File: src/rtl/p7pu_pkg.sv
// ----------------------------------------------------------------------------
// PKCS7 pad/unpad package
// Shared types, register codes and constants for the padding block.
// ----------------------------------------------------------------------------
package p7pu_pkg;

   localparam int MAX_BLOCK_DEF = 32;
   localparam int QUEUE_DEPTH   = 2;
   localparam int CSR_AW        = 3;

   localparam logic       MODE_PAD      = 1'b0;
   localparam logic       MODE_UNPAD    = 1'b1;
   localparam logic [5:0] BLK_LEN_RESET = 6'd16;

   localparam logic REG_MODE  = 1'b0;
   localparam logic REG_BLOCK = 1'b1;

   typedef struct packed {
      logic [7:0] data_byte;
      logic       byte_present;
      logic       last;
   } req_type;

   typedef struct packed {
      logic [7:0] out_byte;
      logic       out_valid;
      logic       out_last;
      logic       pad_error;
   } rsp_type;

   typedef struct packed {
      logic       mode;
      logic [5:0] blk_len;
   } cfg_type;

   typedef enum logic [2:0] {
      OP_NONE,
      OP_PASS,
      OP_PASS_END,
      OP_PAD_END,
      OP_HOLD,
      OP_HOLD_END,
      OP_CHECK
   } op_type;

   typedef struct packed {
      op_type     op;
      logic [7:0] data_byte;
   } cmd_type;

endpackage

File: src/rtl/p7pu_front.sv
// ----------------------------------------------------------------------------
// PKCS7 front end
// Accepts input transfers and classifies each into a command for the queue.
// ----------------------------------------------------------------------------
module p7pu_front (
   input  logic              req_valid,
   output logic              req_stall,
   input  p7pu_pkg::req_type req_data,
   input  p7pu_pkg::cfg_type cfg,
   input  logic              q_full,
   output logic              q_push,
   output p7pu_pkg::cmd_type q_cmd
);

   p7pu_pkg::op_type op;

   always_comb begin
      if (!req_data.byte_present && !req_data.last) begin
         op = p7pu_pkg::OP_NONE;
      end else if (cfg.mode == p7pu_pkg::MODE_PAD) begin
         if (req_data.byte_present && req_data.last) begin
            op = p7pu_pkg::OP_PASS_END;
         end else if (req_data.byte_present) begin
            op = p7pu_pkg::OP_PASS;
         end else begin
            op = p7pu_pkg::OP_PAD_END;
         end
      end else begin
         if (req_data.byte_present && req_data.last) begin
            op = p7pu_pkg::OP_HOLD_END;
         end else if (req_data.byte_present) begin
            op = p7pu_pkg::OP_HOLD;
         end else begin
            op = p7pu_pkg::OP_CHECK;
         end
      end
   end

   assign req_stall       = q_full;
   assign q_push          = req_valid && !q_full && (op != p7pu_pkg::OP_NONE);
   assign q_cmd.op        = op;
   assign q_cmd.data_byte = req_data.data_byte;

endmodule

File: src/rtl/p7pu_queue.sv
// ----------------------------------------------------------------------------
// PKCS7 command queue
// Short FIFO that decouples the front end from the back end.
// ----------------------------------------------------------------------------
module p7pu_queue (
   input  logic              clock,
   input  logic              reset,
   input  logic              push,
   input  p7pu_pkg::cmd_type push_cmd,
   input  logic              pop,
   output p7pu_pkg::cmd_type head,
   output logic              empty,
   output logic              full
);

   localparam int DEPTH = p7pu_pkg::QUEUE_DEPTH;
   localparam int PW    = (DEPTH > 1) ? $clog2(DEPTH) : 1;
   localparam int NW    = $clog2(DEPTH + 1);
   localparam logic [PW-1:0] LAST_PTR = PW'(DEPTH - 1);

   p7pu_pkg::cmd_type entry_ff [DEPTH];
   logic [PW-1:0] wptr_ff, wptr_in;
   logic [PW-1:0] rptr_ff, rptr_in;
   logic [NW-1:0] count_ff, count_in;
   logic          do_push, do_pop;

   assign empty   = (count_ff == '0);
   assign full    = (count_ff == NW'(DEPTH));
   assign head    = entry_ff[rptr_ff];
   assign do_push = push && !full;
   assign do_pop  = pop && !empty;

   always_comb begin
      wptr_in  = wptr_ff;
      rptr_in  = rptr_ff;
      count_in = count_ff;
      if (do_push) begin
         wptr_in = (wptr_ff == LAST_PTR) ? '0 : wptr_ff + PW'(1);
      end
      if (do_pop) begin
         rptr_in = (rptr_ff == LAST_PTR) ? '0 : rptr_ff + PW'(1);
      end
      if (do_push && !do_pop) begin
         count_in = count_ff + NW'(1);
      end else if (do_pop && !do_push) begin
         count_in = count_ff - NW'(1);
      end
   end

   always_ff @(posedge clock) begin
      if (reset) begin
         wptr_ff  <= '0;
         rptr_ff  <= '0;
         count_ff <= '0;
      end else begin
         wptr_ff  <= wptr_in;
         rptr_ff  <= rptr_in;
         count_ff <= count_in;
      end
   end

   always_ff @(posedge clock) begin
      if (do_push) begin
         entry_ff[wptr_ff] <= push_cmd;
      end
   end

endmodule

File: src/rtl/p7pu_back.sv
// ----------------------------------------------------------------------------
// PKCS7 back end
// Executes queued commands: passes bytes, emits padding, holds the newest
// block in a ring memory, checks the padding and releases the kept bytes.
// ----------------------------------------------------------------------------
module p7pu_back #(
   parameter int MAX_BLOCK = p7pu_pkg::MAX_BLOCK_DEF
) (
   input  logic              clock,
   input  logic              reset,
   input  p7pu_pkg::cfg_type cfg,
   input  logic              q_empty,
   input  p7pu_pkg::cmd_type q_head,
   output logic              q_pop,
   output logic              rsp_valid,
   input  logic              rsp_stall,
   output p7pu_pkg::rsp_type rsp_data
);

   localparam int AW = (MAX_BLOCK > 1) ? $clog2(MAX_BLOCK) : 1;
   localparam int CW = $clog2(MAX_BLOCK + 1);
   localparam logic [AW-1:0] LAST_SLOT = AW'(MAX_BLOCK - 1);
   localparam logic [CW:0]   RING_N    = (CW + 1)'(MAX_BLOCK);

   typedef enum logic [3:0] {
      S_IDLE,
      S_REL,
      S_PAD,
      S_CHK0,
      S_CHK1,
      S_SCAN,
      S_PREP,
      S_DRAIN,
      S_MARK
   } state_type;

   function automatic logic [AW-1:0] slot_inc(input logic [AW-1:0] a);
      return (a == LAST_SLOT) ? '0 : a + AW'(1);
   endfunction

   function automatic logic [AW-1:0] slot_dec(input logic [AW-1:0] a);
      return (a == '0) ? LAST_SLOT : a - AW'(1);
   endfunction

   function automatic logic [AW-1:0] slot_back(input logic [AW-1:0] a,
                                               input logic [CW-1:0] b);
      logic [CW:0] ax;
      logic [CW:0] bx;
      logic [CW:0] r;
      ax = (CW + 1)'(a);
      bx = (CW + 1)'(b);
      if (ax >= bx) begin
         r = ax - bx;
      end else begin
         r = ax + RING_N - bx;
      end
      return r[AW-1:0];
   endfunction

   state_type         state_ff, state_in;
   logic [CW-1:0]     held_ff, held_in;
   logic [AW-1:0]     ws_ff, ws_in;
   logic [CW-1:0]     phase_ff, phase_in;
   logic [CW-1:0]     cnt_ff, cnt_in;
   logic [AW-1:0]     sa_ff, sa_in;
   logic [7:0]        nb_ff, nb_in;
   logic              ok_ff, ok_in;
   logic              err_ff, err_in;
   logic [7:0]        cur_byte_ff, cur_byte_in;
   logic              cur_end_ff, cur_end_in;
   logic              rsp_valid_ff, rsp_valid_in;
   p7pu_pkg::rsp_type rsp_ff, rsp_in;

   logic [7:0]        ring_ff [MAX_BLOCK];
   logic [7:0]        rdata_ff;

   logic              mem_we, mem_re;
   logic [AW-1:0]     mem_waddr, mem_raddr;
   logic [7:0]        mem_wdata;

   logic [CW-1:0]     bs;
   logic [CW-1:0]     phase_next;
   logic [CW-1:0]     keep;
   logic [AW-1:0]     oldest;
   logic              rel_need;
   logic              pad_head;
   logic              out_free;
   logic              emit;
   p7pu_pkg::rsp_type emit_data;

   always_comb begin
      if (cfg.blk_len == '0) begin
         bs = CW'(1);
      end else if (int'(cfg.blk_len) > MAX_BLOCK) begin
         bs = CW'(MAX_BLOCK);
      end else begin
         bs = CW'(cfg.blk_len);
      end
   end

   assign oldest     = slot_back(ws_ff, held_ff);
   assign rel_need   = (held_ff >= bs) && (held_ff != '0);
   assign pad_head   = q_head.op inside {p7pu_pkg::OP_PASS, p7pu_pkg::OP_PASS_END,
                                         p7pu_pkg::OP_PAD_END};
   assign out_free   = !rsp_valid_ff || !rsp_stall;
   assign phase_next = (phase_ff + CW'(1) == bs) ? '0 : phase_ff + CW'(1);
   assign keep       = ok_ff ? held_ff - CW'(nb_ff) : held_ff;

   always_comb begin
      state_in    = state_ff;
      held_in     = held_ff;
      ws_in       = ws_ff;
      phase_in    = phase_ff;
      cnt_in      = cnt_ff;
      sa_in       = sa_ff;
      nb_in       = nb_ff;
      ok_in       = ok_ff;
      err_in      = err_ff;
      cur_byte_in = cur_byte_ff;
      cur_end_in  = cur_end_ff;
      q_pop       = 1'b0;
      mem_we      = 1'b0;
      mem_waddr   = ws_ff;
      mem_wdata   = q_head.data_byte;
      mem_re      = 1'b0;
      mem_raddr   = oldest;
      emit        = 1'b0;
      emit_data   = '0;

      case (state_ff)
         S_IDLE: begin
            if (!q_empty && pad_head && (phase_ff >= bs)) begin
               phase_in = phase_ff - bs;
            end else if (!q_empty) begin
               case (q_head.op)
                  p7pu_pkg::OP_PASS, p7pu_pkg::OP_PASS_END: begin
                     if (out_free) begin
                        emit      = 1'b1;
                        emit_data = '{q_head.data_byte, 1'b1, 1'b0, 1'b0};
                        phase_in  = phase_next;
                        q_pop     = 1'b1;
                        if (q_head.op == p7pu_pkg::OP_PASS_END) begin
                           cnt_in   = bs - phase_next;
                           nb_in    = 8'(bs - phase_next);
                           state_in = S_PAD;
                        end
                     end
                  end
                  p7pu_pkg::OP_PAD_END: begin
                     q_pop    = 1'b1;
                     cnt_in   = bs - phase_ff;
                     nb_in    = 8'(bs - phase_ff);
                     state_in = S_PAD;
                  end
                  p7pu_pkg::OP_HOLD, p7pu_pkg::OP_HOLD_END: begin
                     q_pop       = 1'b1;
                     cur_byte_in = q_head.data_byte;
                     cur_end_in  = (q_head.op == p7pu_pkg::OP_HOLD_END);
                     if (rel_need) begin
                        mem_re    = 1'b1;
                        mem_raddr = oldest;
                        held_in   = held_ff - CW'(1);
                        state_in  = S_REL;
                     end else begin
                        mem_we  = 1'b1;
                        ws_in   = slot_inc(ws_ff);
                        held_in = held_ff + CW'(1);
                        if (q_head.op == p7pu_pkg::OP_HOLD_END) begin
                           state_in = S_CHK0;
                        end
                     end
                  end
                  p7pu_pkg::OP_CHECK: begin
                     q_pop    = 1'b1;
                     state_in = S_CHK0;
                  end
                  default: begin
                     q_pop = 1'b1;
                  end
               endcase
            end
         end
         S_REL: begin
            if (out_free) begin
               emit      = 1'b1;
               emit_data = '{rdata_ff, 1'b1, 1'b0, 1'b0};
               if (rel_need) begin
                  mem_re    = 1'b1;
                  mem_raddr = oldest;
                  held_in   = held_ff - CW'(1);
               end else begin
                  mem_we    = 1'b1;
                  mem_wdata = cur_byte_ff;
                  ws_in     = slot_inc(ws_ff);
                  held_in   = held_ff + CW'(1);
                  state_in  = cur_end_ff ? S_CHK0 : S_IDLE;
               end
            end
         end
         S_PAD: begin
            if (out_free) begin
               emit      = 1'b1;
               emit_data = '{nb_ff, 1'b1, (cnt_ff == CW'(1)), 1'b0};
               cnt_in    = cnt_ff - CW'(1);
               if (cnt_ff == CW'(1)) begin
                  held_in  = '0;
                  ws_in    = '0;
                  phase_in = '0;
                  state_in = S_IDLE;
               end
            end
         end
         S_CHK0: begin
            if (held_ff == '0) begin
               err_in   = 1'b1;
               state_in = S_MARK;
            end else begin
               mem_re    = 1'b1;
               mem_raddr = slot_dec(ws_ff);
               state_in  = S_CHK1;
            end
         end
         S_CHK1: begin
            nb_in = rdata_ff;
            if ((rdata_ff != '0) && (9'(rdata_ff) <= 9'(bs)) &&
                (9'(rdata_ff) <= 9'(held_ff))) begin
               ok_in = 1'b1;
               if (rdata_ff == 8'd1) begin
                  state_in = S_PREP;
               end else begin
                  mem_re    = 1'b1;
                  mem_raddr = slot_dec(slot_dec(ws_ff));
                  sa_in     = slot_dec(slot_dec(ws_ff));
                  cnt_in    = CW'(rdata_ff) - CW'(1);
                  state_in  = S_SCAN;
               end
            end else begin
               ok_in    = 1'b0;
               state_in = S_PREP;
            end
         end
         S_SCAN: begin
            if (rdata_ff != nb_ff) begin
               ok_in = 1'b0;
            end
            if (cnt_ff == CW'(1)) begin
               state_in = S_PREP;
            end else begin
               mem_re    = 1'b1;
               mem_raddr = slot_dec(sa_ff);
               sa_in     = slot_dec(sa_ff);
               cnt_in    = cnt_ff - CW'(1);
            end
         end
         S_PREP: begin
            err_in = !ok_ff;
            if (keep == '0) begin
               state_in = S_MARK;
            end else begin
               mem_re    = 1'b1;
               mem_raddr = oldest;
               sa_in     = slot_inc(oldest);
               cnt_in    = keep;
               state_in  = S_DRAIN;
            end
         end
         S_DRAIN: begin
            if (out_free) begin
               emit      = 1'b1;
               emit_data = '{rdata_ff, 1'b1, (cnt_ff == CW'(1)),
                             (cnt_ff == CW'(1)) && err_ff};
               if (cnt_ff == CW'(1)) begin
                  held_in  = '0;
                  ws_in    = '0;
                  phase_in = '0;
                  state_in = S_IDLE;
               end else begin
                  mem_re    = 1'b1;
                  mem_raddr = sa_ff;
                  sa_in     = slot_inc(sa_ff);
                  cnt_in    = cnt_ff - CW'(1);
               end
            end
         end
         S_MARK: begin
            if (out_free) begin
               emit      = 1'b1;
               emit_data = '{8'd0, 1'b0, 1'b1, err_ff};
               held_in   = '0;
               ws_in     = '0;
               phase_in  = '0;
               state_in  = S_IDLE;
            end
         end
         default: begin
            state_in = S_IDLE;
         end
      endcase
   end

   assign rsp_valid_in = emit || (rsp_valid_ff && rsp_stall);
   assign rsp_in       = emit ? emit_data : rsp_ff;

   always_ff @(posedge clock) begin
      if (reset) begin
         state_ff     <= S_IDLE;
         held_ff      <= '0;
         ws_ff        <= '0;
         phase_ff     <= '0;
         rsp_valid_ff <= 1'b0;
      end else begin
         state_ff     <= state_in;
         held_ff      <= held_in;
         ws_ff        <= ws_in;
         phase_ff     <= phase_in;
         rsp_valid_ff <= rsp_valid_in;
      end
      cnt_ff      <= cnt_in;
      sa_ff       <= sa_in;
      nb_ff       <= nb_in;
      ok_ff       <= ok_in;
      err_ff      <= err_in;
      cur_byte_ff <= cur_byte_in;
      cur_end_ff  <= cur_end_in;
      rsp_ff      <= rsp_in;
   end

   always_ff @(posedge clock) begin
      if (mem_we) begin
         ring_ff[mem_waddr] <= mem_wdata;
      end
      if (mem_re) begin
         rdata_ff <= ring_ff[mem_raddr];
      end
   end

   assign rsp_valid = rsp_valid_ff;
   assign rsp_data  = rsp_ff;

endmodule

File: src/rtl/pkcs7_pad_unpad.sv
// ----------------------------------------------------------------------------
// PKCS7 pad and unpad stream block
// Adds or checks and strips PKCS7 padding on a byte stream.
// ----------------------------------------------------------------------------
// The req_ channel carries one byte, a byte flag and an end-of-message flag
// per transfer; the rsp_ channel carries one output byte or an empty end
// marker per transfer, with out_last and pad_error on the final one.
// The csr_ port selects pad or unpad mode and the block size.
// A transfer with a byte or an end flag enters a two-entry queue; the
// back end sends its results through a registered output. In pad mode
// each byte is sent from the idle state, the pad state then sends each
// padding byte, and a bare end marker first passes idle with no output.
// After the block size is lowered mid-message, the next pad-mode transfer
// first waits while idle takes each whole new block off the partial block.
// In unpad mode a byte is written to the ring while it fills; once a full
// block is held, the oldest byte is first read from the ring's single read
// port and sent. The end check reads the last held byte as the count,
// compares the other padding bytes if the count is valid, then sends each
// kept byte or an empty marker. Reset selects pad mode with a block size
// of 16 and empties the queue and the held-byte count; the ring itself
// needs no clearing. Under rsp_stall the output register holds its transfer
// and the back end waits to send; when the queue is full req_stall rises.
// ----------------------------------------------------------------------------
module pkcs7_pad_unpad #(
   parameter int MAX_BLOCK = p7pu_pkg::MAX_BLOCK_DEF
) (
   input  logic                          clock,
   input  logic                          reset,
   input  logic                          req_valid,
   output logic                          req_stall,
   input  p7pu_pkg::req_type             req_data,
   output logic                          rsp_valid,
   input  logic                          rsp_stall,
   output p7pu_pkg::rsp_type             rsp_data,
   input  logic                          csr_psel,
   input  logic                          csr_penable,
   input  logic                          csr_pwrite,
   input  logic [p7pu_pkg::CSR_AW-1:0]   csr_paddr,
   input  logic [31:0]                   csr_pwdata,
   output logic [31:0]                   csr_prdata,
   output logic                          csr_pready
);

   logic       mode_ff, mode_in;
   logic [5:0] blk_len_ff, blk_len_in;
   logic       csr_write;
   logic       reg_index;

   p7pu_pkg::cfg_type cfg;
   p7pu_pkg::cmd_type q_cmd;
   p7pu_pkg::cmd_type q_head;
   logic              q_push, q_pop, q_empty, q_full;

   assign csr_pready = 1'b1;
   assign csr_write  = csr_psel && csr_penable && csr_pwrite && csr_pready;
   assign reg_index  = csr_paddr[2];

   always_comb begin
      mode_in    = mode_ff;
      blk_len_in = blk_len_ff;
      if (csr_write) begin
         case (reg_index)
            p7pu_pkg::REG_MODE:  mode_in    = csr_pwdata[0];
            p7pu_pkg::REG_BLOCK: blk_len_in = csr_pwdata[5:0];
            default: begin
               mode_in = mode_ff;
            end
         endcase
      end
   end

   always_comb begin
      case (reg_index)
         p7pu_pkg::REG_MODE:  csr_prdata = {31'd0, mode_ff};
         p7pu_pkg::REG_BLOCK: csr_prdata = {26'd0, blk_len_ff};
         default:             csr_prdata = '0;
      endcase
   end

   always_ff @(posedge clock) begin
      if (reset) begin
         mode_ff    <= p7pu_pkg::MODE_PAD;
         blk_len_ff <= p7pu_pkg::BLK_LEN_RESET;
      end else begin
         mode_ff    <= mode_in;
         blk_len_ff <= blk_len_in;
      end
   end

   assign cfg.mode    = mode_ff;
   assign cfg.blk_len = blk_len_ff;

   p7pu_front u_front (
      .req_valid (req_valid),
      .req_stall (req_stall),
      .req_data  (req_data),
      .cfg       (cfg),
      .q_full    (q_full),
      .q_push    (q_push),
      .q_cmd     (q_cmd)
   );

   p7pu_queue u_queue (
      .clock    (clock),
      .reset    (reset),
      .push     (q_push),
      .push_cmd (q_cmd),
      .pop      (q_pop),
      .head     (q_head),
      .empty    (q_empty),
      .full     (q_full)
   );

   p7pu_back #(
      .MAX_BLOCK (MAX_BLOCK)
   ) u_back (
      .clock     (clock),
      .reset     (reset),
      .cfg       (cfg),
      .q_empty   (q_empty),
      .q_head    (q_head),
      .q_pop     (q_pop),
      .rsp_valid (rsp_valid),
      .rsp_stall (rsp_stall),
      .rsp_data  (rsp_data)
   );

endmodule

File: config.mk
export PLATFORM = sky130hd
export DESIGN_NAME = pkcs7_pad_unpad
export DESIGN_NICKNAME = d
export VERILOG_FILES = /design/src/rtl/p7pu_pkg.sv /design/src/rtl/p7pu_front.sv /design/src/rtl/p7pu_queue.sv /design/src/rtl/p7pu_back.sv /design/src/rtl/pkcs7_pad_unpad.sv
export SDC_FILE = /design/constraint.sdc
export NUM_CORES = 1
export LEC_CHECK = 0
export BUFFER_PORTS_ARGS = -buffer_cell sky130_fd_sc_hd__buf_2
export CORE_UTILIZATION = 37
export DETAILED_ROUTE_END_ITERATION = 16
export GPL_ROUTABILITY_DRIVEN = 0
export PLACE_DENSITY_LB_ADDON = 0.3
export SETUP_SLACK_MARGIN = 0.2
export SYNTH_ARGS = -nofsm -noshare
export SYNTH_HDL_FRONTEND = slang
export SYNTH_HIERARCHICAL = 1
export SYNTH_SLANG_ARGS = --single-unit
File: constraint.sdc
create_clock -name clock -period 5.55 [get_ports clock]
set_input_delay 1.665 -clock clock [delete_from_list [all_inputs] [get_ports clock]]
set_output_delay 1.665 -clock clock [all_outputs]
set_load 0.01 [all_outputs]
* Word-level counts from Yosys, hierarchy flattened
Memories as Yosys holds them, arrays and structs flattened. A register that Yosys moved wholly into a read port is not among the register bits. Index checks and enable logic that the tools add are counted.
Operators by class: reductions and logical operators 63, eq/ne operators 48, bitwise gates (word level) 3, $lt $le $gt $ge 6, mux-type cells 146, add/sub/neg operators 24
Operator list (number):
- 6-bit two-way mux | 26
- 5-bit two-way mux | 27
- 11-bit two-way mux | 7
- 32-bit one-hot mux with 2 select lines | 1
- 5-bit one-hot mux with 4 select lines | 3
- 4-bit two-way mux | 14
- 8-bit two-way mux | 7
- 11-bit one-hot mux with 5 select lines | 1
- 6-bit one-hot mux with 6 select lines | 1
- 1-bit two-way mux | 35
- 4-bit one-hot mux with 8 select lines | 1
- 8-bit one-hot mux with 2 select lines | 2
- 6-bit one-hot mux with 4 select lines | 1
- 6-bit subtractor | 4
- 5-bit by 1-bit adder with 5-bit output (second input constant) | 4
- 2-bit by 1-bit != test with 1-bit output (second input constant) | 10
- 6-bit zero test | 3
- 6-bit one-hot mux with 3 select lines | 1
- 6-bit by 1-bit subtractor with 6-bit output (second input constant) | 3
- 1-bit logical AND | 17
- 4-bit by 3-bit == test with 1-bit output (second input constant) | 4
- 8-bit by 6-bit <= comparator with 1-bit output | 2
- 2-bit two-way mux | 8
- 2-bit != test (second input constant) | 8
- other kinds (52) | 100
Storage, ports and cells: RAM bits 278, memories 2, flip-flop bits (word level) 74, logic and storage cells 313, output and inout port bits 46, bits of input ports 52
Memory list:
- u_back.ring_ff | depth 32, bits a word 8, read ports 1, clocked after memory_dff 1, write ports 1, line p7pu_back.sv:74 | logic [7:0] ring_ff [MAX_BLOCK];
- u_queue.entry_ff | depth 2, bits a word 11, read ports 1, clocked after memory_dff 1, write ports 1, line p7pu_queue.sv:21 | p7pu_pkg::cmd_type entry_ff [DEPTH];

* Depth between registers and ports, before layout
Gate-level depths: netlist of the first run.
depth after elaboration 12, depth in mapped cells 19, gate-level depth less buffers 19

* Hierarchy
The synthesis of the first run kept the hierarchy.
Modules (own cells, without submodules):
- p7pu_back | area an instance 16651.0 um^2, instances 1, cells an instance 1337, seq. area each 9599.2 um^2
- p7pu_queue | area an instance 1007.2 um^2, instances 1, cells an instance 59, seq. area each 760.7 um^2
- pkcs7_pad_unpad | area an instance 578.1 um^2, instances 1, cells an instance 66, seq. area each 140.1 um^2
- p7pu_front | area an instance 116.4 um^2, instances 1, cells an instance 16, seq. area each 0.0 um^2

* Worst setup path after synthesis of the first run
No wires, ideal clock.
path type input to register, start point in rsp_stall, end point reg u_back.rdata_ff[0] (read register of u_back.ring_ff), data pin, path buffers 3, slack 0.919 ns, required time 5.278 ns, arrival time 4.359 ns, stages on the path 13, library setup time 0.272 ns, path through and2_1 clkbuf_1 nor2_1 a22o_1 a221oi_2 o32ai_1 nor4_1 buf_2 buf_2 mux2i_1 a211o_1 o22ai_1 or4_1
Between the ends: cells in the longest elaborated chain, start to end 4, elaborated cells between the ends (all ways) 7, those cells by class mux: 5; reduce/logical: 2
RTL lines:
- from (decl) | line pkcs7_pad_unpad.sv:33 | input logic rsp_stall,
- 1-bit zero test * | line p7pu_back.sv:105 | assign out_free = !rsp_valid_ff || !rsp_stall;
- 1-bit logical OR * | line p7pu_back.sv:105
- 1-bit two-way mux (tied with other cells) | line p7pu_back.sv:268 | if (out_free) begin
- 1-bit one-hot mux with 7 select lines or 5-bit one-hot mux with 4 select lines (tied branches) | line p7pu_back.sv:130 | case (state_ff)
- to (decl) | line p7pu_back.sv:75 | logic [7:0] rdata_ff;
Every way passes the cells marked *; elsewhere a longest branch is shown, timed or not. A chain may end at the register's enable or synchronous reset.

* Final worst setup path of the first run
start point reg blk_len_ff[5], end point reg u_back.rdata_ff[6] (read register of u_back.ring_ff), data pin
Between the ends: cells in the longest elaborated chain, start to end 10, elaborated cells between the ends (all ways) 20, those cells by class order compare: 4; mux: 11; reduce/logical: 5
RTL lines:
- from (decl) | line pkcs7_pad_unpad.sv:45 | logic [5:0] blk_len_ff, blk_len_in;
- from (signal assigned) | line pkcs7_pad_unpad.sv:83 | blk_len_ff <= p7pu_pkg::BLK_LEN_RESET;
- from (signal assigned) | line pkcs7_pad_unpad.sv:86 | blk_len_ff <= blk_len_in;
- 6-bit > comparator | line p7pu_back.sv:94 | end else if (int'(cfg.blk_len) > MAX_BLOCK) begin
- 6-bit two-way mux | line p7pu_back.sv:94
- 6-bit two-way mux * | line p7pu_back.sv:92 | if (cfg.blk_len == '0) begin
- 6-bit greater-or-equal comparator | line p7pu_back.sv:102 | assign rel_need = (held_ff >= bs) && (held_ff != '0);
- 1-bit logical AND | line p7pu_back.sv:102
- 1-bit two-way mux | line p7pu_back.sv:159, p7pu_back.sv:187
- 1-bit two-way mux | line p7pu_back.sv:135 | case (q_head.op)
- 1-bit two-way mux | line p7pu_back.sv:134 | end else if (!q_empty) begin
- 1-bit two-way mux | line p7pu_back.sv:132 | if (!q_empty && pad_head && (phase_ff >= bs)) begin
- 1-bit one-hot mux with 7 select lines | line p7pu_back.sv:130
Marks and branches as above.

==> metrics.md, run 1 <==
| Metric | Value |
|---|---|
| Clk sinks | `361` |
| Drt drc | `0` |
| CTS max path bufs | `3` |
| Die area | `about 50000 um^2` |
| Number of synthesis warnings | `6` |
| IO Pins | `98` |
| Starting Density | `0.375` |
| Ys async rst share | `0` |
| Final setup viols | `0` |
| Flops & latches, synth | `around 360` |
| # Post-CTS Setup Buffers | `0` |
| Global-route met2 utilization | `0.290` |
| WS Path Type | `flop to flop` |
| Most frequent CP cell | `buf_4` |
| Met1 usage | `0.232` |
| Primary FF master, synth | `edfxtp_1` |
| Worst setup EP type | `flop` |
| Core ar. | `around 49000 um^2` |
| Final hold vios | `0` |
| Vias per cell | `5.37` |
| Hold path startpoint | `blk_len_ff[0]$_SDFFE_PP0P_` |
| EDFF count, synth | `327` |
| CP max FO | `27` |
| Clk_skew | `18.7 ps` |
| Clock tree root driver cell | `clkbuf_16` |
| Initial antenna violation count | `1` |
| Die Wd | `225 um` |
| CTS Hold Buffers Added | `0` |
| Vias in the first global route | `11904` |
| Iter 0 DRT Violations | `1036` |
| Reg clk slew, reported paths | `60 ps` |
| Worst Path Arrival | `between 5000 and 6000 ps` |
| Global routing usage on met3 | `0.0293` |
| Worst EP required | `5830 ps` |
| Crit-path cells | `inv_1 > nand2_1 > ha_1 > nor2b_1 > o211ai_1 > a21oi_1 > nor3_1 > buf_4 > o32ai_1 > nor4_2 > buf_12 > buf_4 > mux2i_1 > a211o_1 > o22ai_1 > or4_1` |
| Total GRT Usage | `0.177` |
| # nets final | `1641` |
| Post-route ant nets | `0` |
| Via count | `11868` |
| Max_cap viols | `0` |
| Worst-Skew Late Latency | `~570 ps` |
| Final Slew Violations | `0` |
| Critical-path top delay cell | `or4_1` |
| Detailed Place HPWL | `29800 um` |
| Max incr delay on CP | `600 ps` |
| Reg2reg path depth | `16` |
| Max frequency | `208 MHz` |
| First drt pass iteration count | `5` |
| WHS Path Cells | `2` |
| Site row count | `81` |
| Setup crit start kind | `flop` |
| Syn_area_per_cell | `12.4 um^2` |
| IO buf count | `42` |
| Count of cell types in the netlist | `74` |
| Post-Syn Area | `18400 um^2` |
| CTS H-tree depth | `2` |
| Layout area overhead | `12.1%` |
| Startpoint of the worst register-to-register path | `blk_len_ff[5]$_SDFFE_PP0P_` |
| Crit share post-route | `0.867` |
| Die Y | `about 220 um` |
| Post-CTS resize count | `0` |
| Sequential fraction of the synthesis area | `0.572` |
| Worst Tran Pin Value | `820 ps` |
| Layout cells sized above 1 | `0.140` |
| Worst Hold Endpoint | `blk_len_ff[0]$_SDFFE_PP0P_` |
| Largest vdd supply drop | `334 uV` |
| Worst Hold Class | `flop to flop` |
| TritonCTS buffer count | `41` |
| CTS tree | `done` |
| Setup slack, reg-to-reg | `740 ps` |
| Reg2reg end | `u_back/rdata_ff[6]$_DFFE_PP_` |
| TNS Setup | `0 ps` |
| Gate Count Post-Synth | `1478` |
| Max_slew headroom | `0.451` |
| CP top delay family | `simple AND/OR/NAND/NOR gates` |
| Antenna cells | `0` |
| WP depth | `16` |
| Most used routing layer | `met2` |
| Pwr dens | `approximately 470 nW/um^2` |
| Unrepaired setup endpoints after global routing | `no` |
| GR Overflow Total | `0` |
| Routed wire length per instance | `20.0 um` |
| Status | `complete, no violations` |
| WP buf/inv | `4` |
| First-pass GRT wire length | `68300 um` |
| Area post-placement | `19300 um^2` |
| Largest net degree at the start of global routing | `66` |
| Drt total wl | `44300 um` |
| Leakage Power | `7.84 nW` |
| Post-route minimum period | `4810 ps` |
| Final Cell Area | `20600 um^2` |
area by class of cell:
type	instances	area, um^2
Multi-Input combinational cell	985	7190
Clock buffer	48	1070
Sequential cell	361	10500
Clock inverter	24	224
Inverter	53	199
Tap cell	664	831
Timing Repair Buffer	77	548
Fill cell	4509	28400
synth_stat cells (all sizes together) (5+ instances only):
cell type | instances | area, um^2
a21boi | 7 | 52.6
nor3 | 66 | 342
xor2 | 22 | 193
o21ai | 38 | 190
o221ai | 7 | 61.3
a21o | 20 | 150
edfxtp | 327 | 9820
o22ai | 41 | 257
nand3 | 23 | 115
xnor2 | 36 | 315
a22oi | 15 | 113
a211o | 26 | 228
clkbuf | 38 | 143
a222oi | 10 | 100
nor4 | 10 | 62.6
nand2b | 20 | 125
and2 | 12 | 81.3
inv | 53 | 199
mux2i | 121 | 1210
a211oi | 8 | 60.1
buf | 66 | 432
and3 | 9 | 56.3
mux2 | 65 | 732
a21oi | 44 | 220
nor3b | 7 | 52.6
nand2 | 77 | 289
or3 | 8 | 50.1
ha | 65 | 813
nor2b | 10 | 65.1
or4 | 11 | 86.3
dfxtp | 34 | 681
nor2 | 111 | 417
fa | 5 | 100
registers in the layout, summed over array words and instances, names as in the netlist, named ones only:
signal	cells
u_back/rdata_ff	8
mode_ff	1
u_queue/count_ff	2
u_back/cur_end_ff	1
u_back/cur_byte_ff	8
u_back/cnt_ff	6
u_back/phase_ff	6
u_back/state_ff	4
u_back/ring_ff	256
u_queue/wptr_ff	1
u_back/nb_ff	8
u_queue/entry_ff	22
u_back/ok_ff	1
u_back/rsp_data	11
u_back/err_ff	1
u_queue/rptr_ff	1
u_back/rsp_valid	1
u_back/sa_ff	5
u_back/held_ff	6
blk_len_ff	6
u_back/mem_waddr	5
worst max path at each step:
stage | from | end | slack [ps]
2_1_floorplan | rsp_stall | u_back/rdata_ff[0]$_DFFE_PP_ | 920
3_3_place_gp | rsp_stall | u_back/rdata_ff[6]$_DFFE_PP_ | 440
3_5_place_dp | rsp_stall | u_back/rdata_ff[6]$_DFFE_PP_ | 400
4_1_cts | blk_len_ff[5]$_SDFFE_PP0P_ | u_back/rdata_ff[6]$_DFFE_PP_ | 750
5_1_grt | blk_len_ff[2]$_SDFFE_PP0P_ | u_queue/count_ff[1]$_SDFFE_PP0P_ | 490
6_report | blk_len_ff[5]$_SDFFE_PP0P_ | u_back/rdata_ff[6]$_DFFE_PP_ | 740
cells in the final DEF (no fill, tap or decap), drive strengths merged, types with 38 or more instances in the layout:
cell type,count
nand2,77
nor3,66
buf,77
mux2i,121
a21oi,44
o21ai,38
mux2,65
ha,65
o22ai,41
edfxtp,327
nor2,111
inv,55
clkbuf,48
where the power goes:
group	switching, mW	internal, mW	total (mW)
logic	2.09	1.35	3.45
registers	0.118	3.45	3.57
clock network	1.09	1.53	2.61
total	3.30	6.33	9.63
layer usage:
metal | share of wire | vias to the layer above | wire, um
met4 | 0.031 | 2 | 1380
met1 | 0.44 | 5834 | 19400
met3 | 0.056 | 83 | 2480
met5 | 0.00029 | - | 13
met2 | 0.47 | 333 | 21000
li1 | - | 5616 | -
worst register-to-register path, cell delays in order, from the launching register on:
cell and delay (ps):
dfxtp_1 380, inv_1 260, nand2_1 310, ha_1 390, nor2b_1 130, o211ai_1 160
a21oi_1 160, nor3_1 270, buf_4 190, o32ai_1 100, nor4_2 510, buf_12 190
buf_4 390, mux2i_1 260, a211o_1 150, o22ai_1 100, or4_1 600
per-stage QoR:
stage / power, mW / utilization / hold slack (ps) / std cells / worst slack (ps)
finish: 9.63 / 0.420 / 505 / 2212 / 740
global route: 10.1 / 0.420 / 530 / 2212 / 489
CTS: 9.72 / 0.420 / 512 / 2212 / 748
detailed placement: 7.08 / 0.394 / 497 / 2140 / 401
global placement: 7.02 / 0.394 / 468 / 2140 / 443
floorplan: 6.00 / - / 452 / 1503 / 919
cell families after synthesis:
| group | count (synthesis) | synth area share |
|---|---|---|
| adder cells (fa/ha/maj) | 70 | 0.0498 |
| other | 2 | 0.000409 |
| AND/OR/NAND/NOR | 385 | 0.104 |
| multiplexers | 186 | 0.106 |
| buffers and inverters | 157 | 0.0421 |
| AO/OA/AOI/OAI | 259 | 0.0981 |
| flip-flops | 361 | 0.572 |
| XOR/XNOR | 58 | 0.0277 |
Note: power is estimated with default switching activity, not from simulation.
==> run 2, diff against run 1 <==
--- a/config.mk
+++ b/config.mk
@@ -7,6 +7,7 @@
 export LEC_CHECK = 0
 export BUFFER_PORTS_ARGS = -buffer_cell sky130_fd_sc_hd__buf_2
 export CORE_UTILIZATION = 37
+export CTS_BUF_LIST = sky130_fd_sc_hd__clkbuf_4
 export DETAILED_ROUTE_END_ITERATION = 16
 export GPL_ROUTABILITY_DRIVEN = 0
 export PLACE_DENSITY_LB_ADDON = 0.3
==> run 2 against run 1 <==
  * Die area is the same
  * Largest power group unchanged
  * Setup slack got worse by 28 ps
  * First-iteration DRC count is 4.6% lower
  * Clock power fell by 7%
  * Wire length up 1.5%
  * Worst hold slack about the same
  * Via count rose by 3.8%
  * Flip-flop and latch count unchanged
  * Highest routed layer is now met4
  * Sequential power barely moved
  * Clock-buffer cell count grew 91
  * Core utilization decreased by 0.056 points
  * Largest cell class unchanged
  * Critical path depth unchanged
==> metrics.md, run 2 (synthesized netlist as in run 1, its figures left out) <==
| Metric | Value |
|---|---|
| Total GRT Usage | `0.181 (+0.00405)` |
| CP max FO | `27 (unchanged)` |
| IO buf count | `42 (unchanged)` |
| IO Pins | `98 (unchanged)` |
| Detailed Place HPWL | `29800 um (unchanged)` |
| GR Overflow Total | `0 (unchanged)` |
| Via count | `12317 (+3.8%)` |
| Layout area overhead | `11.9%` |
| Site row count | `81 (unchanged)` |
| CTS H-tree depth | `3 (+1)` |
| Starting Density | `0.375 (unchanged)` |
| First drt pass iteration count | `5 (unchanged)` |
| Critical Path Source | `blk_len_ff[5]$_SDFFE_PP0P_` |
| # nets final | `1696 (+3.4%)` |
| Hold path startpoint | `blk_len_ff[0]$_SDFFE_PP0P_` |
| WS Path Type | `flop to flop` |
| Post-CTS resize count | `0 (unchanged)` |
| Leakage Power | `7.97 nW (+1.6%)` |
| Post-route ant nets | `0 (unchanged)` |
| Vias per cell | `5.34 (-0.40%)` |
| Pwr dens | `461 nW/um^2 (-1.5%)` |
| Most frequent cells in the layout | `edfxtp_1 (327), clkbuf_4 (139), mux2i_1 (121)` |
| Top reg by flops | `u_back/ring_ff` |
| Max reg flops | `256 (unchanged)` |
| Status | `complete, no violations` |
| Largest vdd supply drop | `343 uV (+2.8%)` |
| Worst Hold Endpoint | `blk_len_ff[0]$_SDFFE_PP0P_` |
| TNS Setup | `0 ps (unchanged)` |
| Reg clk slew, reported paths | `60 ps (about the same)` |
| Max_cap viols | `0 (unchanged)` |
| Die Wd | `225 um (unchanged)` |
| Final hold vios | `0 (unchanged)` |
| Layout cells sized above 1 | `0.190 (+0.0496)` |
| Vias in the first global route | `12301 (+3.3%)` |
| Post-route minimum period | `4840 ps (+27.9 ps)` |
| Setup slack, reg-to-reg | `710 ps (-30 ps)` |
| TritonCTS buffer count | `96 (+130%)` |
| WHS Path Cells | `2 (unchanged)` |
| Unrepaired setup endpoints after global routing | `no` |
| Final setup viols | `0 (unchanged)` |
| Core ar. | `49000 um^2 (unchanged)` |
| Final Slew Violations | `0 (unchanged)` |
| # Post-CTS Setup Buffers | `0 (unchanged)` |
| Final core occ | `0.420 (-0.000562)` |
| Crit share post-route | `0.872 (+0.00502)` |
| Worst setup EP type | `flop` |
| Startpoint of the worst register-to-register path | `blk_len_ff[5]$_SDFFE_PP0P_` |
| Setup crit start kind | `flop` |
| Worst-Skew Late Latency | `840 ps (+270 ps)` |
| Initial antenna violation count | `2 (+1)` |
| Largest net degree at the start of global routing | `66 (unchanged)` |
| CTS max path bufs | `3 (unchanged)` |
| Clk_skew | `59.8 ps (+41.1 ps)` |
| CTS Hold Buffers Added | `0 (unchanged)` |
| Reg2reg end | `u_back/rdata_ff[6]$_DFFE_PP_` |
| Drt total wl | `44900 um (+1.5%)` |
| Die area | `50500 um^2 (unchanged)` |
| CTS tree | `done` |
| Drt drc | `0 (unchanged)` |
| Clock tree root driver cell | `clkbuf_4` |
| Routed wire length per instance | `19.5 um (-2.6%)` |
| Worst Tran Pin Value | `845 ps (+24.9 ps)` |
| Max frequency | `207 MHz (-0.58%)` |
| Die Y | `225 um (unchanged)` |
| Commonest non-fill, non-tap cell in the layout | `edfxtp_1` |
| Min Hold Slack | `506 ps (+0.350 ps)` |
| Clk sinks | `361 (unchanged)` |
| Iter 0 DRT Violations | `988 (-4.6%)` |
| First-pass GRT wire length | `69500 um (+1.9%)` |
| Reg2reg path depth | `16 (unchanged)` |
| Worst EP required | `6070 ps (+240 ps)` |
| Worst Hold Class | `flop to flop` |
| Worst Path Arrival | `5360 ps (+270 ps)` |
| Max_slew headroom | `0.436 (-0.0152)` |
==> run 2: layer usage <==
metal	GRT usage	share of wire	vias up
met5	0	0	-
met1	0.231	0.43	6049
met3	0.0396	0.065	85
met2	0.299	0.48	401
li1	-	-	5782
met4	0.0661	0.023	0
==> run 2: final cells by class <==
type	count	area, um^2
diodes	2	5.00
repair buffers	77	548
clock buffers	139	1040
flip-flops and latches	361	10500
clock inverters	24	221
well taps	664	831
multi-input cells	985	7190
fillers	4576	28400
inverters	53	199
==> run 2: power by group <==
part | switching [mW] | total (mW) | internal, mW
Sequential | 0.118 | 3.57 | 3.45
Clock | 1.10 | 2.44 | 1.33
Combinational | 2.11 | 3.47 | 1.36
==> run 2: worst max-delay path by stage <==
stage | to | depth (start not counted)
3_5_place_dp | u_back/rdata_ff[6]$_DFFE_PP_ | 13
4_1_cts | u_back/rdata_ff[6]$_DFFE_PP_ | 16
3_3_place_gp | u_back/rdata_ff[6]$_DFFE_PP_ | 13
6_report | u_back/rdata_ff[6]$_DFFE_PP_ | 16
5_1_grt | u_back/rdata_ff[6]$_DFFE_PP_ | 17
2_1_floorplan | u_back/rdata_ff[0]$_DFFE_PP_ | 13
==> run 2: worst max-delay path, stage by stage (launching register included) <==
cell and delay [ps]:
dfxtp_1 380, inv_1 260, nand2_1 310, ha_1 390, nor2b_1 130, o211ai_1 160, a21oi_1 160, nor3_1 270
buf_4 190, o32ai_1 100, nor4_2 510, buf_12 190, buf_4 390, mux2i_1 250, a211o_1 150, o22ai_1 90
or4_1 600
==> run 2: metrics by stage <==
stage	setup WS, ps	total power [mW]	instance area [um^2]	instances
final	712	9.47	20500	2305
after global routing	504	9.96	20500	2305
after detailed placement	401	7.08	19300	2140
after global placement	443	7.02	19300	2140
after CTS	750	9.56	20500	2303
after floorplan	919	6.00	18400	1503
==> run 3, diff against run 2 <==
--- a/config.mk
+++ b/config.mk
@@ -5,6 +5,7 @@
 export SDC_FILE = /design/constraint.sdc
 export NUM_CORES = 1
 export LEC_CHECK = 0
+export ABC_AREA = 1
 export BUFFER_PORTS_ARGS = -buffer_cell sky130_fd_sc_hd__buf_2
 export CORE_UTILIZATION = 37
 export CTS_BUF_LIST = sky130_fd_sc_hd__clkbuf_4
==> run 3 against run 2 <==
  * Synthesized area grew 1.9%
  * Design area grew 0.84%
  * Synthesized cell count grew 30%
  * Wire length grew 11%
  * First-iteration DRC count grew 30%
  * Global-route usage grew 1.8 points
  * Via count grew 18%
==> metrics.md, run 3 <==
| Metric | Value |
|---|---|
| CTS H-tree depth | `3 (unchanged)` |
| Final non-filler cell total | `2744 (+19%)` |
| Commonest non-fill, non-tap cell in the layout | `nand3_1` |
| Die Y | `227 um (+0.92%)` |
| Vias per cell | `5.29 (-1.0%)` |
| WS Path Type | `flop to flop` |
| Die area | `51400 um^2 (+1.9%)` |
| Max frequency | `214 MHz (+3.7%)` |
| Post-route minimum period | `4670 ps (-171 ps)` |
| Max reg flops | `256 (unchanged)` |
| CP max FO | `11 (-59%)` |
| # Post-CTS Setup Buffers | `0 (unchanged)` |
| Layout cells sized above 1 | `0.144 (-0.0456)` |
| Reg clk slew, reported paths | `70 ps (about the same)` |
| Worst Tran Pin Value | `1170 ps (+326 ps)` |
| Worst Path Arrival | `5190 ps (-170 ps)` |
| Worst Hold Class | `flop to flop` |
| Pwr dens | `605 nW/um^2 (+31%)` |
| Flops & latches, synth | `361 (unchanged)` |
| CTS max path bufs | `3 (unchanged)` |
| Unrepaired setup endpoints after global routing | `no` |
| TNS Setup | `0 ps (unchanged)` |
| Fillers | `4981 (+8.9%)` |
| TritonCTS buffer count | `94 (-2.1%)` |
| Final setup viols | `0 (unchanged)` |
| Worst setup EP type | `flop` |
| Worst EP required | `6070 ps (about the same)` |
| Worst-Skew Late Latency | `870 ps (+30 ps)` |
| Detailed Place HPWL | `32000 um (+7.6%)` |
| Leakage Power | `8.22 nW (+3.2%)` |
| Final Slew Violations | `0 (unchanged)` |
| Count of cell types in the netlist | `55 (-26%)` |
| Initial antenna violation count | `2 (unchanged)` |
| Commonest cells post-synth | `nand3_1 (429), nand2_1 (369), edfxtp_1 (327)` |
| Post-CTS resize count | `0 (unchanged)` |
| Total GRT Usage | `0.199 (+0.0179)` |
| Yosys top cell area share | `0.525 (-0.00981)` |
| Max_cap viols | `0 (unchanged)` |
| CTS Hold Buffers Added | `0 (unchanged)` |
| Via count | `14514 (+18%)` |
| Most frequent cell after synthesis | `nand3_1` |
| Post-route ant nets | `0 (unchanged)` |
| First-pass GRT wire length | `78100 um (+12%)` |
| Min Hold Slack | `504 ps (-1.22 ps)` |
| WHS Path Cells | `2 (unchanged)` |
| Largest net degree at the start of global routing | `129 (+95%)` |
| CTS tree | `done` |
| Cells after DPL | `2575 (+20%)` |
| Most frequent cells in the layout | `nand3_1 (429), nand2_1 (366), edfxtp_1 (327)` |
| Syn_area_per_cell | `9.74 um^2 (-22%)` |
| Die Wd | `227 um (+0.92%)` |
| Leading post-synthesis cells by cell area | `edfxtp_1 (53%), nand3_1 (11%), nand2_1 (7.4%), ha_1 (4.4%), dfxtp_1 (3.6%)` |
| EDFF count, synth | `327 (unchanged)` |
| Core ar. | `50000 um^2 (+2.1%)` |
| Sequential fraction of the synthesis area | `0.562 (-0.0105)` |
| First drt pass iteration count | `7 (+2)` |
| Clock tree root driver cell | `clkbuf_4` |
| Post-Syn Area | `18700 um^2 (+1.9%)` |
| Clk sinks | `361 (unchanged)` |
| Primary FF master, synth | `edfxtp_1` |
| Final hold vios | `0 (unchanged)` |
| Routed wire length per instance | `18.2 um (-6.6%)` |
| Starting Density | `0.374 (-0.000753)` |
| Drt total wl | `49900 um (+11%)` |
| Top reg by flops | `u_back/ring_ff` |
| Status | `complete, no violations` |
| Site row count | `82 (+1.2%)` |
| Number of synthesis warnings | `6 (unchanged)` |
| Post-synth top area cell | `edfxtp_1` |
| Gate Count Post-Synth | `1919 (+30%)` |
| # nets final | `2121 (+25%)` |
| Largest vdd supply drop | `487 uV (+42%)` |
| IO Pins | `98 (unchanged)` |
| Crit share post-route | `0.841 (-0.0309)` |
| Layout area overhead | `10.8%` |
| Ys async rst share | `0 (unchanged)` |
| Reg2reg path depth | `19 (+3)` |
| Vias in the first global route | `14156 (+15%)` |
| Setup crit start kind | `flop` |
| IO buf count | `42 (unchanged)` |
| Iter 0 DRT Violations | `1284 (+30%)` |
| Drt drc | `0 (unchanged)` |
| Clk_skew | `62.1 ps (+2.31 ps)` |
| Max_slew headroom | `0.212 (-0.224)` |
| GR Overflow Total | `0 (unchanged)` |
==> run 3: layout make-up <==
| class | instances | area [um^2] | area share |
|---|---|---|---|
| Clock inverter | 31 | 205 | 0.00991 |
| Sequential cell | 361 | 10500 | 0.507 |
| Tap cell | 672 | 841 | 0.0406 |
| Clock buffer | 134 | 1010 | 0.0486 |
| Timing Repair Buffer | 70 | 470 | 0.0227 |
| Antenna cell | 4 | 10.0 | 0.000483 |
| Multi-Input combinational cell | 1313 | 7080 | 0.342 |
| Inverter | 159 | 597 | 0.0288 |
==> run 3: critical path: stages, from the launching register on <==
cell	delay, ps
dfxtp_1	350
nor2_1	120
nand4_1	110
a21oi_1	480
ha_1	250
inv_1	60
fa_1	380
nand2_1	70
inv_1	40
o21ai_0	160
and2_1	180
inv_1	50
a211oi_1	240
o21bai_1	90
nand2_1	300
inv_1	200
o21ai_0	400
nand2_1	170
nor4_1	410
buf_4	250
==> run 3: power by group <==
group / switching, mW / internal [mW] / leakage (nW)
clock network: 1.14 / 1.21 / 0.716
logic: 4.51 / 1.86 / 4.27
registers: 0.175 / 3.62 / 3.23
==> run 3: through the flow <==
step | instance area [um^2] | power, mW | setup slack [ps] | utilization
after floorplan | 18800 | 8.21 | 1830 | -
after global placement | 19500 | 10.1 | 987 | 0.390
after detailed placement | 19500 | 10.2 | 921 | 0.390
after CTS | 20700 | 12.6 | 1070 | 0.414
after global routing | 20700 | 13.4 | 618 | 0.415
final | 20700 | 12.5 | 883 | 0.415
==> run 3: kinds of logic after synthesis <==
group	synth area share
and+or+nand+nor	0.246
muxes	0.0114
xor gates and xnor gates	0.0164
buffers and inverters	0.0659
other	0.000402
adders and majority gates	0.0489
AOI/OAI and AO/OA	0.0497
DFF	0.562
==> run 3: final timing paths <==
| check | startpoint | endpoint | slack [ps] |
|---|---|---|---|
| max reg2reg | blk_len_ff[0]$_SDFFE_PP0P_ | u_back/cnt_ff[0]$_DFFE_PP_ | 880 |
| max | blk_len_ff[0]$_SDFFE_PP0P_ | u_back/cnt_ff[0]$_DFFE_PP_ | 880 |
| min | blk_len_ff[4]$_SDFFE_PP1P_ | blk_len_ff[4]$_SDFFE_PP1P_ | 500 |
| min reg2reg | blk_len_ff[4]$_SDFFE_PP1P_ | blk_len_ff[4]$_SDFFE_PP1P_ | 500 |
==> run 3: per-layer routing <==
layer | up-vias | routed length [um] | track usage
met5 | - | 0 | 0
met1 | 6938 | 21100 | 0.262
met4 | 0 | 1200 | 0.0724
li1 | 6888 | - | -
met2 | 591 | 23900 | 0.324
met3 | 97 | 3770 | 0.0369
